**config.mk**
```make
export PLATFORM = sky130hd
export DESIGN_NAME = pspol_ram
export DESIGN_NICKNAME = d
export VERILOG_FILES = /design/src/hw/rtl/pspol_ram.sv
export SDC_FILE = /design/constraint.sdc
export NUM_CORES = 1
export LEC_CHECK = 0
export ABC_CLOCK_PERIOD_IN_PS = 2400
export BUFFER_PORTS_ARGS = -buffer_cell sky130_fd_sc_hd__buf_2
export CAP_MARGIN = 20
export CORE_MARGIN = 2
export CORE_UTILIZATION = 60
export DETAILED_ROUTE_END_ITERATION = 10
export PLACE_DENSITY = 0.84
export SYNTH_ARGS = -nofsm -noshare
export SYNTH_HDL_FRONTEND = slang
export SYNTH_SLANG_ARGS = --single-unit
```
**constraint.sdc**
```tcl
create_clock -name clk -period 2.4 [get_ports clk]
set_clock_uncertainty 0.1 [all_clocks]
set_input_delay 0.72 -clock clk [delete_from_list [all_inputs] [get_ports clk]]
set_output_delay 0.72 -clock clk [all_outputs]
set_load 0.05 [all_outputs]
```
**src/hw/rtl/pspol_ram.sv**
```systemverilog
`timescale 1ns / 1ps
`default_nettype none
// ----------------------------------------------------------------------------
// pspol_ram
// Generic simple dual-port RAM, one write and one registered read port.
// ----------------------------------------------------------------------------
module pspol_ram #(
  parameter int WIDTH = 8,
  parameter int DEPTH = 16
) (
  input  wire logic                                    clk,
  input  wire logic                                    wr_en,
  input  wire logic [(DEPTH > 1 ? $clog2(DEPTH) : 1)-1:0] wr_addr,
  input  wire logic [WIDTH-1:0]                        wr_data,
  input  wire logic [(DEPTH > 1 ? $clog2(DEPTH) : 1)-1:0] rd_addr,
  output logic      [WIDTH-1:0]                        rd_data
);

  logic [WIDTH-1:0] mem [DEPTH];

  always_ff @(posedge clk) begin
    if (wr_en) begin
      mem[wr_addr] <= wr_data;
    end
    rd_data <= mem[rd_addr];
  end

endmodule
`default_nettype wire

```
Word-level counts from Yosys, hierarchy flattened:

Memory sizes are Yosys's and may differ from the RTL's. A register that Yosys moved wholly into a read port is not among the register bits.
Cells that the tools add are included.

* memory bits (read-only): 0
* memories kept: 1
* input port bits: 18
* register bits after elaboration: 0
* latch bits: 0
* word-level logic and storage cells: 3
* output and inout port bits: 8
* RAM bits: 128

Memories
* mem: words 16, bits a word 8, read ports 1, clocked after memory_dff 1, wr ports 1, RTL line 19 `logic [WIDTH-1:0] mem [DEPTH];`

* $mul: 0
* multiplexer cells: 2
* add/subtract/negate cells: 0
* bitwise gates (word level): 0
* eq/ne operators: 0
* $lt $le $gt $ge: 0
* div/mod/pow operators: 0
* shift-type cells: 0
* reductions and logical operators: 0

Operator list (count)
* 1-bit 2-to-1 mux: 2

Depth between registers and ports, before layout:

Gate-level depths: netlist of run 1.

* depth after elaboration: 2
* depth in mapped cells: 5
* mapped depth without buffers: 3

Worst setup path after synthesis of run 1:

No wires, ideal clock.

* kind: input port to flip-flop
* start point: input port wr_addr[2] (netlist name)
* end point: memory mem[0][0], enable pin
* cell stages on the path: 2
* setup slack: 0.087 ns
* setup time: 0.383 ns
* data required time: 1.917 ns
* arrival time: 1.830 ns
* buffers on the path: 0
* cell sequence: or3b_2 -> nor3_1

RTL lines
* start, declared: RTL line 13 `input wire logic [(DEPTH > 1 ? $clog2(DEPTH) : 1)-1:0] wr_addr,`
* end, declared: RTL line 19

No word-level cell before the write port.

Worst setup path after layout of run 1:

* start point: register rd_data[5] (read register of mem)
* end point: output port rd_data[5]

RTL lines
* start, declared: RTL line 16 `output logic [WIDTH-1:0] rd_data`

No word-level cell between the ends.

==> results of run 1 <==
## Yosys cell counts, drive strengths merged
master and n:
a22oi 16, and2 1, and2b 1, buf 7, clkdlybuf4s25 3, dfxtp 8, edfxtp 128, mux4 32
nand2 9, nand2b 2, nand3 1, nand3b 2, nor2 13, nor2b 1, nor3 4, or3b 1
## final timing paths
check	from	end	slack, ps
min reg2reg	mem[12][0]	rd_data[0]	610
max	rd_data[5]	rd_data[5]	440
max reg2reg	mem[5][2]	rd_data[2]	920
min	wr_data[5]	mem[6][5]	490
## final cells by class
cell class,count,area (µm²)
clock inverters,12,173.9
multi-input cells,83,1057
well taps,105,131.4
repair buffers,47,327.8
fillers,425,2118
flip-flops and latches,136,4004
clock buffers,20,445.4
## stage by stage
step	util	setup slack, ps	instance area, µm²	hold WS (ps)
floorplan	-	87.13	5147	529.3
global placement	0.6685	189.2	5520	552.2
detailed placement	0.6685	163.0	5520	577.7
CTS	0.7435	415.3	6140	462.2
global route	0.7435	405.4	6140	479.7
finish	0.7435	437.7	6140	493.1
## kinds of logic after synthesis
family,Yosys count,share of synthesized area
and+or+nand+nor,35,0.03184
DFF,136,0.7778
AOI/OAI and AO/OA,16,0.02334
buffers and inverters,10,0.01677
muxes,32,0.1502
## registers in the layout (all words and copies together), names as in the netlist
signal,cells
mem,128
rd_data,8
## power by group through the flow
| stage | logic (mW) | registers (mW) | clock network (mW) |
|---|---|---|---|
| detailed placement | 0.305 | 2.72 | 0 |
| floorplan | 0.135 | 2.77 | 0 |
| CTS | 0.312 | 2.67 | 2.70 |
| global placement | 0.295 | 2.71 | 0 |
| global route | 0.329 | 2.68 | 2.79 |
| finish | 0.311 | 2.67 | 2.67 |
## metal layers
metal / track usage / share of wire
met5: 0 / 0
met4: 0.09967 / 0.017
met3: 0.06431 / 0.084
met2: 0.3851 / 0.52
met1: 0.3463 / 0.38
## cells in the final DEF, fill, tap and decap left out
master	netlist	routed
clkinvlp_4	0	3
clkbuf_16	0	16
nand3b_1	2	2
nor2_1	13	13
nand2b_1	2	2
or3b_2	1	1
a22oi_1	16	16
and2b_1	1	1
clkbuf_8	0	3
buf_2	3	25
nand2_1	9	9
nor3_1	4	4
mux4_1	14	14
nand3_1	1	1
clkinv_2	0	2
buf_12	0	3
edfxtp_1	128	128
buf_4	1	19
dfxtp_1	8	8
bufinv_16	0	4
and2_1	1	1
clkinv_4	0	2
mux4_2	18	18
clkinv_1	0	1
nor2b_1	1	1
clkbuf_1	0	1
==> results.py, run 1 <==
metrics = {
    "outcome": {
        "status": "finished, final reports clean",
    },
    "critical_path": {
        "crit_family": "flip-flops",
        "critPathMaxFanout": 1,
        "cp.arrival_ps": 1140,
        "critical_path_buf_inv_count": 1,
        "cp.depth": 1,
        "r2r_cells": 3,
        "startpoint_type": "flip-flop",
        "worstSetupPathType": "flip-flop to primary output",
        "cp_data_required_time_ps": 1580,
        "critPathMaxStageDelay_ps": 350,
        "cpMaxStageDelayCell": "dfxtp_1",
        "critPathCaptureType": "primary output",
        "crit_path_cell_trace": "buf_2",
    },
    "floorplanning": {
        "start_util": 0.6233,
        "core-area_mm2": 0.008258,
        "die_w_um": 96.63,
        "rows": 33,
        "pin_count": 26,
        "die_area_mm2": 0.009336,
        "fp.dieH_um": 96.63,
    },
    "sta": {
        "fmax_ghz": 0.5096,
        "tns_ps": 0,
        "slew_headroom": 0.6981,
        "layout_worst_path_cycle_share": 0.8176,
        "fin_crit_ps": 1962,
        "finalSetupViolCount": 0,
        "slew_viol_final": 0,
        "finalHoldViolCount": 0,
        "rsz0062_at_grt": "false",
        "worst_pin_slew_ps": 452.8,
    },
    "global_routing": {
        "grt_use_total": 0.2488,
        "antenna_found_initial": 0,
        "grt_start_max_net_pins": 33,
        "grt_pass1_wl_mm": 16.47,
        "overflow": 0,
        "grt_pass1_vias": 2699,
    },
    "synthesis": {
        "syn_inst": 229,
        "yosys-top-cells-area": "edfxtp_1 (75%), mux4_2 (7.9%), mux4_1 (7.1%)",
        "yosys_warnings": 0,
        "synth_top_area_frac": 0.7467,
        "yosysSeqAreaShare": 0.7778,
        "synth_nets": 247,
        "synth_cell_types": 19,
        "syn_area_mm2": 0.005147,
        "synth_area_leader_cell": "edfxtp_1",
        "syn_avg_cell_area_um2": 22.48,
        "ys_ff_latch": 136,
    },
    "detailed_routing": {
        "firstDrtPassIters": 5,
        "wl_per_cell_um": 26.93,
        "drc": 0,
        "vias": 2585,
        "routed_via_density": 6.414,
        "ant_nets": 0,
        "drt_iter0_markers": 246,
        "drt_wl_total_mm": 10.85,
    },
    "pwr": {
        "intPower_mw": 4.505,
        "swShare": 0.2035,
        "p_clk_frac": 0.473,
        "power_mw": 5.656,
        "p_comb_frac": 0.055,
        "p_leak_nw": 2.119,
        "p_seq_frac": 0.472,
        "p_per_area_mw_per_mm2": 921.3,
        "ir_drop_v": 0.0007181,
        "power.switching_mw": 1.151,
    },
    "finish": {
        "antenna_cells": 0,
        "syn2layout_area_growth_pct": 19.28,
        "drive_above_1_share": 0.3221,
        "final_cells": 403,
        "finalNetCount": 303,
    },
    "clocking": {
        "cts_setup_buffers": 0,
        "clk_pin_slew_ps": 60,
        "cts_buffers": 17,
        "ctsResizeCount": 0,
        "hold_buffers": 0,
        "root_buffer": "clkbuf_8",
        "clk-insertion-delay-late_ps": 510,
        "cts_max_level": 4,
        "cts_tree": "yes",
        "clkSinkCount": 136,
        "clockBufferDepth": 2,
    },
    "worst_hold_path": {
        "holdPathStages": 1,
        "hp-class": "input port to flip-flop",
    },
    "flow_run": {
        "max-cap-violations": 0,
    },
    "placement": {
        "gp_congestion": 0.7970,
        "dpl.hpwl_mm": 6.195,
        "dp_cells": 371,
        "io_buffers": 25,
    },
}
Note: power is estimated with default switching activity, not from simulation.
==> run 2, diff against run 1 <==
--- a/config.mk
+++ b/config.mk
@@ -5,7 +5,7 @@
 export SDC_FILE = /design/constraint.sdc
 export NUM_CORES = 1
 export LEC_CHECK = 0
-export ABC_CLOCK_PERIOD_IN_PS = 2400
+export ABC_CLOCK_PERIOD_IN_PS = 2000
 export BUFFER_PORTS_ARGS = -buffer_cell sky130_fd_sc_hd__buf_2
 export CAP_MARGIN = 20
 export CORE_MARGIN = 2
==> constraint.sdc (replaced) <==
create_clock -name clk -period 2 [get_ports clk]
set_clock_uncertainty 0.1 [all_clocks]
set_input_delay 0.6 -clock clk [delete_from_list [all_inputs] [get_ports clk]]
set_output_delay 0.6 -clock clk [all_outputs]
set_load 0.05 [all_outputs]
==> results.py, run 2 (synthesis gave the netlist of run 1 again) <==
metrics = {
    "floorplanning": {
        "core-area_mm2": 0.008258,
        "die_w_um": 96.63,
        "pin_count": 26,
        "rows": 33,
        "start_util": 0.6233,
        "fp.dieH_um": 96.63,
        "die_area_mm2": 0.009336,
    },
    "global_routing": {
        "grt_start_max_net_pins": 33,
        "overflow": 0,
        "globalRouteMet3Util": 0.05564,
        "grt_pass1_wl_mm": 16.73,
        "met2_usage": 0.4017,
        "grt_use_total": 0.2543,
        "grt_pass1_vias": 2736,
        "grt-busiest-layer": "met2",
        "antenna_found_initial": 0,
        "grtUsageMet1": 0.3448,
    },
    "outcome": {
        "status": "finished, final reports clean",
    },
    "sta": {
        "rsz0062_at_grt": "false",
        "layout_setup_ws_ps": 181.3,
        "fmax_ghz": 0.5499,
        "holdWs_ps": 364.2,
        "worst_pin_slew_ps": 783.1,
        "slew_viol_final": 0,
        "layout_worst_path_cycle_share": 0.9093,
        "finalSetupViolCount": 0,
        "finalHoldViolCount": 0,
        "tns_ps": 0,
        "fin_crit_ps": 1819,
        "slew_headroom": 0.4760,
    },
    "critical_path": {
        "crit_family": "flip-flops",
        "cpMaxStageDelayCell": "dfxtp_1",
        "cp.arrival_ps": 1120,
        "worstSetupPathType": "flip-flop to primary output",
        "critical_path_buf_inv_count": 1,
        "critPathCaptureType": "primary output",
        "startpoint_type": "flip-flop",
        "crit_path_cell_trace": "buf_2",
        "cp_data_required_time_ps": 1300,
        "critPathMaxFanout": 1,
        "critPathMaxStageDelay_ps": 330,
    },
    "finish": {
        "largest_reg_flops": 128,
        "antenna_cells": 0,
        "final_cell_mix": "edfxtp_1 (128), buf_4 (26), buf_2 (25)",
        "largest_register": "mem",
        "drive_above_1_share": 0.3377,
        "finalNetCount": 310,
        "fin_area_mm2": 0.006226,
        "regArea_mm2": 0.004004,
        "syn2layout_area_growth_pct": 20.95,
        "multi_input_area_mm2": 0.001062,
        "layout_commonest_cell": "edfxtp_1",
        "final_cells": 410,
        "fill_cells": 441,
        "top_regs": "mem: 128 flops, rd_data: 8 flops",
    },
    "clocking": {
        "cts_max_level": 4,
        "cts_setup_buffers": 0,
        "cts_tree": "yes",
        "clockBufferDepth": 2,
        "clk-insertion-delay-late_ps": 520,
        "clk_pin_slew_ps": 60,
        "root_buffer": "clkbuf_8",
        "cts_buffers": 17,
        "clkSinkCount": 136,
        "ctsResizeCount": 0,
        "hold_buffers": 0,
    },
    "detailed_routing": {
        "drc": 0,
        "drt_wl_total_mm": 10.87,
        "routed_via_density": 6.393,
        "firstDrtPassIters": 5,
        "ant_nets": 0,
        "vias": 2621,
        "wl_per_cell_um": 26.51,
        "drt_iter0_markers": 245,
    },
    "pwr": {
        "ir_drop_v": 0.0007244,
        "p_leak_nw": 2.171,
        "p_per_area_mw_per_mm2": 1122,
    },
    "placement": {
        "dpl_cell_area_mm2": 0.005578,
        "dpl.hpwl_mm": 6.236,
        "io_buffers": 25,
        "dp_cells": 378,
        "gp_congestion": 0.7939,
        "dp_slack_ps": -170.8,
    },
    "flow_run": {
        "max-cap-violations": 0,
    },
    "worst_hold_path": {
        "hp-class": "input port to flip-flop",
    },
}
[run 2: worst paths after layout]
kind                                  from         end  slack [ps]  cells after the start
worst max-delay path            rd_data[1]  rd_data[1]         180                      1
worst min-delay path            wr_data[2]  mem[13][2]         360                      1
worst max register to register   mem[1][3]  rd_data[3]         420                      3
worst min register to register  mem[15][3]  rd_data[3]         580                      3
[run 2: routing by layer]
layer  up-vias  share of wire
met2       145           0.51
met1      1348           0.40
li1       1106              -
met4         0          0.021
met3        22          0.064
met5         -              0
[run 2: per-stage QoR]
step           utilization  power [mW]
3_5_place_dp        0.6755       3.636
3_3_place_gp        0.6755       3.618
5_1_grt             0.7539       7.159
6_report            0.7539       6.987
2_1_floorplan            -       3.488
4_1_cts             0.7539       7.023
[run 2: layout make-up]
| class | count | area share |
|---|---|---|
| multi-input cells | 83 | 0.1706 |
| clock buffers | 19 | 0.06773 |
| repair buffers | 54 | 0.06109 |
| flip-flops and latches | 136 | 0.6431 |
| well taps | 105 | 0.02110 |
| clock inverters | 13 | 0.03637 |
[run 2: where the power goes]
part / internal, mW / switching [mW] / leakage [nW] / total (mW)
clock: 2.27 / 1.13 / 0.309 / 3.40
combinational: 0.139 / 0.236 / 0.638 / 0.375
sequential: 3.19 / 0.0212 / 1.22 / 3.21
total: 5.60 / 1.39 / 2.17 / 6.99
